--- src/hdl/morse_text_encoder_assert.svh ---
// ----------------------------------------------------------------------------
// Morse text encoder assertion macros
// Shared macros for the concurrent checks of the encoder's control logic.
// ----------------------------------------------------------------------------
`ifndef MORSE_TEXT_ENCODER_ASSERT_SVH
`define MORSE_TEXT_ENCODER_ASSERT_SVH

// Consequent must hold in the same cycle as the antecedent.
`define MTE_ASSERT_SAME(lbl, ante, cons, msg) \
  lbl: assert property (@(posedge clk) disable iff (rst) (ante) |-> (cons)) \
    else $error(msg);

// Consequent must hold in the cycle after the antecedent.
`define MTE_ASSERT_NEXT(lbl, ante, cons, msg) \
  lbl: assert property (@(posedge clk) disable iff (rst) (ante) |=> (cons)) \
    else $error(msg);

`endif

--- src/hdl/mte_pkg.sv ---
// ----------------------------------------------------------------------------
// Morse text encoder package
// Beat types, symbol codes and the fixed character code table.
// ----------------------------------------------------------------------------
`timescale 1ns / 1ps

package mte_pkg;

  localparam logic [1:0] SYM_DOT   = 2'd0;
  localparam logic [1:0] SYM_DASH  = 2'd1;
  localparam logic [1:0] SYM_SPACE = 2'd2;
  localparam logic [1:0] SYM_SLASH = 2'd3;

  localparam int unsigned CODE_MAX = 5;

  typedef struct packed {
    logic       start_of_text;
    logic [7:0] text_byte;
  } item_t;

  typedef struct packed {
    logic [1:0] symbol;
    logic       last_of_run;
  } result_t;

  // A character code: length and symbols left aligned, first symbol in the
  // top bit, a one bit meaning dash.
  typedef struct packed {
    logic [2:0]          len;
    logic [CODE_MAX-1:0] bits;
  } code_t;

  // Work handed from the front part to the back part for one byte.
  typedef struct packed {
    logic  sep;
    logic  lead_space;
    code_t code;
  } job_t;

  function automatic code_t morse_code(input logic [5:0] idx);
    code_t c;
    unique case (idx)
      6'd0:  c = '{3'd2, 5'b01000};
      6'd1:  c = '{3'd4, 5'b10000};
      6'd2:  c = '{3'd4, 5'b10100};
      6'd3:  c = '{3'd3, 5'b10000};
      6'd4:  c = '{3'd1, 5'b00000};
      6'd5:  c = '{3'd4, 5'b00100};
      6'd6:  c = '{3'd3, 5'b11000};
      6'd7:  c = '{3'd4, 5'b00000};
      6'd8:  c = '{3'd2, 5'b00000};
      6'd9:  c = '{3'd4, 5'b01110};
      6'd10: c = '{3'd3, 5'b10100};
      6'd11: c = '{3'd4, 5'b01000};
      6'd12: c = '{3'd2, 5'b11000};
      6'd13: c = '{3'd2, 5'b10000};
      6'd14: c = '{3'd3, 5'b11100};
      6'd15: c = '{3'd4, 5'b01100};
      6'd16: c = '{3'd4, 5'b11010};
      6'd17: c = '{3'd3, 5'b01000};
      6'd18: c = '{3'd3, 5'b00000};
      6'd19: c = '{3'd1, 5'b10000};
      6'd20: c = '{3'd3, 5'b00100};
      6'd21: c = '{3'd4, 5'b00010};
      6'd22: c = '{3'd3, 5'b01100};
      6'd23: c = '{3'd4, 5'b10010};
      6'd24: c = '{3'd4, 5'b10110};
      6'd25: c = '{3'd4, 5'b11000};
      6'd26: c = '{3'd5, 5'b11111};
      6'd27: c = '{3'd5, 5'b01111};
      6'd28: c = '{3'd5, 5'b00111};
      6'd29: c = '{3'd5, 5'b00011};
      6'd30: c = '{3'd5, 5'b00001};
      6'd31: c = '{3'd5, 5'b00000};
      6'd32: c = '{3'd5, 5'b10000};
      6'd33: c = '{3'd5, 5'b11000};
      6'd34: c = '{3'd5, 5'b11100};
      6'd35: c = '{3'd5, 5'b11110};
      default: c = '{3'd0, 5'b00000};
    endcase
    return c;
  endfunction

endpackage

--- src/hdl/mte_front.sv ---
// ----------------------------------------------------------------------------
// Morse text encoder front part
// Takes text bytes, tracks word state and makes a job of each byte that emits.
// ----------------------------------------------------------------------------
`timescale 1ns / 1ps

module mte_front
  import mte_pkg::*;
(
  input  logic  clk,
  input  logic  rst,
  input  logic  accept,
  input  item_t item,
  output logic  job_push,
  output job_t  job
);

  logic any_output_yet, any_output_yet_next;
  logic inside_word, inside_word_next;
  logic word_has_letter, word_has_letter_next;

  logic       eff_any, eff_inside, eff_letter;
  logic [7:0] b;
  logic       is_ws, is_upper, is_lower, is_digit, coded;
  logic [7:0] diff;
  logic [5:0] idx;

  always_comb begin
    b          = item.text_byte;
    eff_any    = item.start_of_text ? 1'b0 : any_output_yet;
    eff_inside = item.start_of_text ? 1'b0 : inside_word;
    eff_letter = item.start_of_text ? 1'b0 : word_has_letter;

    is_ws    = (b == 8'd32) || (b >= 8'd9 && b <= 8'd13);
    is_upper = (b >= 8'd65) && (b <= 8'd90);
    is_lower = (b >= 8'd97) && (b <= 8'd122);
    is_digit = (b >= 8'd48) && (b <= 8'd57);
    coded    = is_upper || is_lower || is_digit;

    // Digits follow the 26 letters in the table, so '0' maps to 26.
    if (is_upper) begin
      diff = b - 8'd65;
    end else if (is_lower) begin
      diff = b - 8'd97;
    end else begin
      diff = b - 8'd22;
    end
    idx = diff[5:0];

    job.sep        = !is_ws && !eff_inside && eff_any;
    job.lead_space = coded && eff_inside && eff_letter;
    job.code       = coded ? morse_code(idx) : code_t'('0);
    job_push       = accept && !is_ws && (job.sep || coded);

    if (is_ws) begin
      inside_word_next     = 1'b0;
      word_has_letter_next = eff_letter;
      any_output_yet_next  = eff_any;
    end else begin
      inside_word_next     = 1'b1;
      word_has_letter_next = coded || (eff_inside && eff_letter);
      any_output_yet_next  = eff_any || coded;
    end
  end

  always_ff @(posedge clk) begin
    if (rst) begin
      any_output_yet  <= 1'b0;
      inside_word     <= 1'b0;
      word_has_letter <= 1'b0;
    end else if (accept) begin
      any_output_yet  <= any_output_yet_next;
      inside_word     <= inside_word_next;
      word_has_letter <= word_has_letter_next;
    end
  end

endmodule

--- src/hdl/mte_queue.sv ---
// ----------------------------------------------------------------------------
// Morse text encoder job queue
// Two-entry queue that decouples the front part from the symbol sequencer.
// ----------------------------------------------------------------------------
`timescale 1ns / 1ps

module mte_queue
  import mte_pkg::*;
(
  input  logic clk,
  input  logic rst,
  input  logic wr_en,
  input  job_t wr_data,
  input  logic rd_en,
  output job_t rd_data,
  output logic not_empty,
  output logic full
);

  localparam int unsigned Depth = 2;

  job_t       entries [Depth];
  logic       wr_ptr;
  logic       rd_ptr;
  logic [1:0] count;

  assign rd_data   = entries[rd_ptr];
  assign not_empty = (count != 2'd0);
  assign full      = (count == 2'(Depth));

  always_ff @(posedge clk) begin
    if (wr_en) begin
      entries[wr_ptr] <= wr_data;
    end
  end

  always_ff @(posedge clk) begin
    if (rst) begin
      wr_ptr <= 1'b0;
      rd_ptr <= 1'b0;
      count  <= 2'd0;
    end else begin
      if (wr_en) begin
        wr_ptr <= ~wr_ptr;
      end
      if (rd_en) begin
        rd_ptr <= ~rd_ptr;
      end
      if (wr_en && !rd_en) begin
        count <= count + 2'd1;
      end else if (rd_en && !wr_en) begin
        count <= count - 2'd1;
      end
    end
  end

endmodule

--- src/hdl/mte_back.sv ---
// ----------------------------------------------------------------------------
// Morse text encoder back part
// Sequences a job into symbols, one per cycle unless the output is unpopped.
// ----------------------------------------------------------------------------
`timescale 1ns / 1ps

module mte_back
  import mte_pkg::*;
(
  input  logic    clk,
  input  logic    rst,
  input  job_t    head,
  input  logic    head_valid,
  output logic    head_pop,
  output result_t result,
  output logic    empty,
  input  logic    pop
);

  logic                active;
  logic [1:0]          sep_left;
  logic                space_left;
  logic [2:0]          code_left;
  logic [CODE_MAX-1:0] bits;
  logic                out_valid;

  logic [1:0]          cur_sep, nxt_sep;
  logic                cur_space, nxt_space;
  logic [2:0]          cur_len, nxt_len;
  logic [CODE_MAX-1:0] cur_bits, nxt_bits;
  logic                cur_valid, emit, last;
  logic [1:0]          sym;

  assign empty = !out_valid;

  always_comb begin
    // The held job runs first; otherwise the queue head is started directly.
    cur_sep   = active ? sep_left   : (head.sep ? 2'd3 : 2'd0);
    cur_space = active ? space_left : head.lead_space;
    cur_len   = active ? code_left  : head.code.len;
    cur_bits  = active ? bits       : head.code.bits;
    cur_valid = active || head_valid;
    emit      = cur_valid && (!out_valid || pop);
    head_pop  = emit && !active;

    nxt_sep   = cur_sep;
    nxt_space = cur_space;
    nxt_len   = cur_len;
    nxt_bits  = cur_bits;
    if (cur_sep != 2'd0) begin
      sym     = (cur_sep == 2'd2) ? SYM_SLASH : SYM_SPACE;
      nxt_sep = cur_sep - 2'd1;
    end else if (cur_space) begin
      sym       = SYM_SPACE;
      nxt_space = 1'b0;
    end else begin
      sym      = cur_bits[CODE_MAX-1] ? SYM_DASH : SYM_DOT;
      nxt_len  = cur_len - 3'd1;
      nxt_bits = cur_bits << 1;
    end
    last = (nxt_sep == 2'd0) && !nxt_space && (nxt_len == 3'd0);
  end

  always_ff @(posedge clk) begin
    if (rst) begin
      active    <= 1'b0;
      out_valid <= 1'b0;
    end else if (emit) begin
      active    <= !last;
      out_valid <= 1'b1;
    end else if (pop) begin
      out_valid <= 1'b0;
    end
  end

  always_ff @(posedge clk) begin
    if (emit) begin
      sep_left           <= nxt_sep;
      space_left         <= nxt_space;
      code_left          <= nxt_len;
      bits               <= nxt_bits;
      result.symbol      <= sym;
      result.last_of_run <= last;
    end
  end

endmodule

--- src/hdl/morse_text_encoder.sv ---
// ----------------------------------------------------------------------------
// Morse text encoder
// Text bytes in, International Morse symbols out, both as queues.
// ----------------------------------------------------------------------------
// Each beat in is one text byte; each beat out is one symbol (dot, dash,
// space or slash) with a flag on the last symbol caused by that byte. The
// front part takes one byte per cycle while the queue is not full and
// tracks word state; a two-entry job queue feeds the back sequencer, which
// sets the sustained rate at one symbol per cycle while its output is free
// or popped. A byte makes as many output beats as it has symbols, from one
// to eight; whitespace and uncoded bytes that emit nothing push no job.
// Assert start_of_text on the first byte of a text to clear word state.
`timescale 1ns / 1ps

module morse_text_encoder
  import mte_pkg::*;
(
  input  logic    clk,
  input  logic    rst,
  input  logic    push,
  output logic    full,
  input  item_t   item,
  output logic    empty,
  input  logic    pop,
  output result_t result
);

  logic accept;
  logic job_push;
  job_t job;
  job_t head;
  logic head_valid;
  logic head_pop;

  assign accept = push && !full;

  mte_front u_front (
    .clk      (clk),
    .rst      (rst),
    .accept   (accept),
    .item     (item),
    .job_push (job_push),
    .job      (job)
  );

  mte_queue u_queue (
    .clk       (clk),
    .rst       (rst),
    .wr_en     (job_push),
    .wr_data   (job),
    .rd_en     (head_pop),
    .rd_data   (head),
    .not_empty (head_valid),
    .full      (full)
  );

  mte_back u_back (
    .clk        (clk),
    .rst        (rst),
    .head       (head),
    .head_valid (head_valid),
    .head_pop   (head_pop),
    .result     (result),
    .empty      (empty),
    .pop        (pop)
  );

`include "morse_text_encoder_assert.svh"

  `MTE_ASSERT_SAME(a_full_has_head, full, head_valid, "queue full but reports no head")
  `MTE_ASSERT_SAME(a_no_push_full, job_push, !full, "job written into a full queue")
  `MTE_ASSERT_SAME(a_ws_no_job, accept && (item.text_byte == 8'd32), !job_push, "space made a job")
  `MTE_ASSERT_NEXT(a_pop_head_out, head_pop, !empty, "job started but no symbol shown")

endmodule
--- config.mk ---
export PLATFORM = sky130hd
export DESIGN_NAME = morse_text_encoder
export DESIGN_NICKNAME = d
export VERILOG_FILES = /design/src/hdl/mte_pkg.sv /design/src/hdl/mte_front.sv /design/src/hdl/mte_queue.sv /design/src/hdl/mte_back.sv /design/src/hdl/morse_text_encoder.sv
export VERILOG_INCLUDE_DIRS = /design/src /design/src/hdl
export SDC_FILE = /design/constraint.sdc
export NUM_CORES = 1
export LEC_CHECK = 0
export BUFFER_PORTS_ARGS = -buffer_cell sky130_fd_sc_hd__buf_2
export CAP_MARGIN = 25
export CORE_ASPECT_RATIO = 1.25
export CORE_UTILIZATION = 24
export CTS_CLUSTER_SIZE = 8
export DETAILED_ROUTE_END_ITERATION = 8
export PLACE_DENSITY = 0.38
export SETUP_SLACK_MARGIN = 0.4
export SLEW_MARGIN = 25
export SYNTH_ARGS = -nofsm -noshare
export SYNTH_HDL_FRONTEND = slang
export SYNTH_HIERARCHICAL = 1
export SYNTH_SLANG_ARGS = --single-unit
--- constraint.sdc ---
create_clock -name clk -period 8.6 [get_ports clk]
set_input_delay 0.86 -clock clk [delete_from_list [all_inputs] [get_ports clk]]
set_output_delay 0.86 -clock clk [all_outputs]
set_load 0.05 [all_outputs]
==> metrics.md <==
| Metric | Value |
|---|---|
| Status | `completed` |
| Worst hold path type | `reg2reg` |
| Inserted Diodes | `0` |
| CTS Hold Bufs | `0` |
| Layout cells sized above 1 | `0.211` |
| Post-Synth Simple-Gate Area | `0.181` |
| Synth area leader | `edfxtp_1` |
| Htree depth | `2` |
| Adder-Cell Fraction of Synth Area | `0.0694` |
| CP startpoint | `item[1]` |
| Final setup violation count | `0` |
| Total track usage | `0.106` |
| Root Buffer | `clkbuf_16` |
| Die Span Y | `about 130 um` |
| Core area | `between 0.01 and 0.015 mm2` |
| Placement Rows | `45` |
| Syn_nets | `roughly 320` |
| Worst-path maximum fanout | `10` |
| Met1 usage | `0.128` |
| Synth-to-layout area growth | `10.9%` |
| Final ANT Viol Nets | `0` |
| Fmax | `250 MHz` |
| Met3 usage | `0.0174` |
| Io pins | `18` |
| First-pass GRT wire length | `around 11 mm` |
| Reg2Reg Capture Point | `u_back/active` |
| Count of unique library cells instantiated by Yosys | `just over 70` |
| XOR/XNOR share of the synthesized area | `0.0339` |
| RSZ-0062 raised after global routing | `false` |
| Worst Slack Setup Final | `between 4 and 5 ns` |
| Synth top area share | `0.333` |
| Setup CP Type | `in2reg` |
| Clk Latency, worst-skew pair | `around 0.28 ns` |
| Final instance area | `0.00340 mm2` |
| Placer Congestion | `~0.73` |
| Dominant combinational cell family by area after synthesis | `simple AND/OR/NAND/NOR gates` |
| DIE WIDTH | `about 100 um` |
| Max clock buf depth | `2` |
| DR iter-0 viols | `96` |
| Worst slew margin | `0.369` |
| Number of flops mapped to enable cells by yosys | `34` |
| Starting density of the core | `0.250` |
| Met2 usage | `0.192` |
| Sequential-to-total area share from yosys stat | `0.398` |
| Inserted Clock Buffers | `5` |
| Routed wire length | `6.46 mm` |
| Worst VDD drop | `0.000140 V` |
| R2R cell count | `6` |
| Hold Path End | `u_front/any_output_yet` |
| HPWL Detailed | `around 4.8 mm` |
| CTS tree | `yes` |
| Final Cycle Share | `0.465` |
| Slew @ Worst Pin | `between 0.9 and 1 ns` |
| CP cell instances | `buf_2 > inv_1 > ha_1 > nor3b_2 > a21oi_2 > and3_1 > mux2i_2 > inv_2 > ha_1 > or3_1 > o211a_1 > o31ai_1` |
| Pleak | `~1.2 nW` |
| Syn avg cell area | `10.7 um2` |
| Post-CTS setup buffer count | `0` |
| Avg Vias per Cell | `4.74` |
| Drt drc | `0` |
| Final Max Slew Viols | `0` |
| PostCTS Resize Cnt | `0` |
| WL/cell | `14.0 um` |
| Yosys warnings | `6` |
| Cell count after placement | `roughly 450` |
| PD cells | `between 200 and 300 mW/mm2` |
| Number of global-route vias before repair | `about 2200` |
| Synthesized flop and latch total | `44` |
| Most frequent cell after synthesis | `edfxtp_1` |
| Die area | `between 0.01 and 0.015 mm2` |
| Synth Area in Compound Gates | `0.152` |
| Hold Crit Start | `u_front/any_output_yet` |
| Max-cap violations | `0` |
| Multiplexer area fraction after synthesis | `0.115` |
| Setup TNS Final | `0 ns` |
| Crit path launch type | `primary input` |
| Initial antenna violation count | `0` |
| Min Tclk post-route | `roughly 4.0 ns` |
| Vias | `2192` |
| CP endpoint kind | `flip-flop` |
| Final std cells w/o fill | `approximately 460` |
| Clock-pin slew on the worst setup and hold paths | `about 0.060 ns` |
| Nets | `327` |
| Worst stage delay on the critical path | `between 0.4 and 0.5 ns` |
| CP arrival | `between 4 and 5 ns` |
| Worst Path Required | `between 8 and 9 ns` |
| Crit-path slowest cell | `mux2i_2` |
| DR pass1 iterations | `4` |
| Synth Instances | `about 290` |
| PortBufs | `17` |
| Reg2reg setup slack | `slightly above 6 ns` |
| Post-Place Cell Area | `0.00326 mm2` |
| Ys flop type | `edfxtp_1` |
| Top cells by count, synth | `edfxtp_1 (34), nand2_1 (22), ha_1 (17), nor2_1 (17), a21oi_1 (13)` |
| Top cells by area, synth | `edfxtp_1 (33%), ha_1 (6.9%), dfxtp_1 (6.5%)` |
| Total gr overflow | `0` |
| Pre-CTS setup slack | `approximately 4.3 ns` |
| Crit path top cell by count | `ha_1` |
| Clock Skew | `roughly 0.0046 ns` |
| Hold Path Cell Cnt | `2` |
| Clock Sinks | `44` |
| Hold Fails Final Rpt | `0` |
| Most Crowded Layer GR | `met2` |
| Largest net degree at the start of global routing | `25` |
| Post-Syn Area | `0.00307 mm2` |
| FFs w/ async S/R, synth | `0` |
-- placed cells by master, fill, tap and decap left out, types with 5 or more instances in the layout --
cell type / instances
inv_1: 7
edfxtp_1: 34
nand2b_1: 7
a31oi_1: 5
buf_2: 17
clkbuf_16: 5
nor2b_1: 5
ha_1: 17
xnor2_1: 6
a21oi_1: 12
mux2_2: 12
nor2_1: 17
nor3_1: 12
o21ai_0: 8
nand2_1: 22
mux2i_1: 8
dfxtp_1: 10
-- through the flow --
stage                     power (W)  utilization  hold WS [ns]
after floorplan            0.000635            -         0.426
after global placement     0.000709        0.266         0.451
after detailed placement   0.000706        0.266         0.450
after CTS                  0.000886        0.277         0.458
after global routing       0.000942        0.277         0.493
final                      0.000876        0.277         0.456
-- cell families after synthesis --
group,after synthesis
flops,44
compound gates,62
xor+xnor,11
buf+inv,26
mux,27
simple gates,99
fa+ha+maj,17
-- metal layers --
layer	vias to the layer above	share of wire
met1	1051	0.46
met3	9	0.024
met5	-	0
met4	0	0.015
li1	1097	-
met2	35	0.50
-- registers in the layout (all words and copies together) (netlist names), named ones only --
register	flops
u_queue/entries	20
u_back/bits	5
u_back/code_left	3
u_back/result	3
u_back/sep_left	2
u_queue/count	2
u_back/active	1
u_back/out_valid	1
u_back/space_left	1
u_front/any_output_yet	1
u_front/inside_word	1
u_front/word_has_letter	1
u_queue/rd_ptr	1
u_queue/wr_ptr	1
-- where the power goes --
part,internal [W],switching (W)
combinational,0.000147,0.000210
sequential,0.000307,0.0000346
clock,0.000107,0.0000704
-- critical path: cells and delay by family --
| kind | cells | cell delay, ns |
|---|---|---|
| multiplexers | 1 | 0.48 |
| buffers and inverters | 3 | 0.46 |
| AND/OR/NAND/NOR | 3 | 1.01 |
| adder cells (fa/ha/maj) | 2 | 0.53 |
| AO/OA/AOI/OAI | 3 | 0.74 |
-- worst max path at each step --
stage | to | cells past startpoint | slack (ns)
6_report | u_queue/entries[0][1] | 12 | 4.60
5_1_grt | u_queue/entries[1][1] | 12 | 4.30
4_1_cts | u_queue/entries[1][1] | 12 | 4.57
3_5_place_dp | u_queue/entries[0][1] | 12 | 4.31
3_3_place_gp | u_queue/entries[0][1] | 12 | 4.42
2_1_floorplan | u_queue/entries[0][1] | 12 | 5.04
-- cell type report --
type	count	area, um2
Timing Repair Buffer	20	108
Sequential cell	44	1220
Multi-Input combinational cell	216	1690
Clock inverter	1	3.75
Inverter	10	37.5
Clock buffer	7	133
Fill cell	1339	8870
Tap cell	164	205
Power figures use the tool's default switching activity.
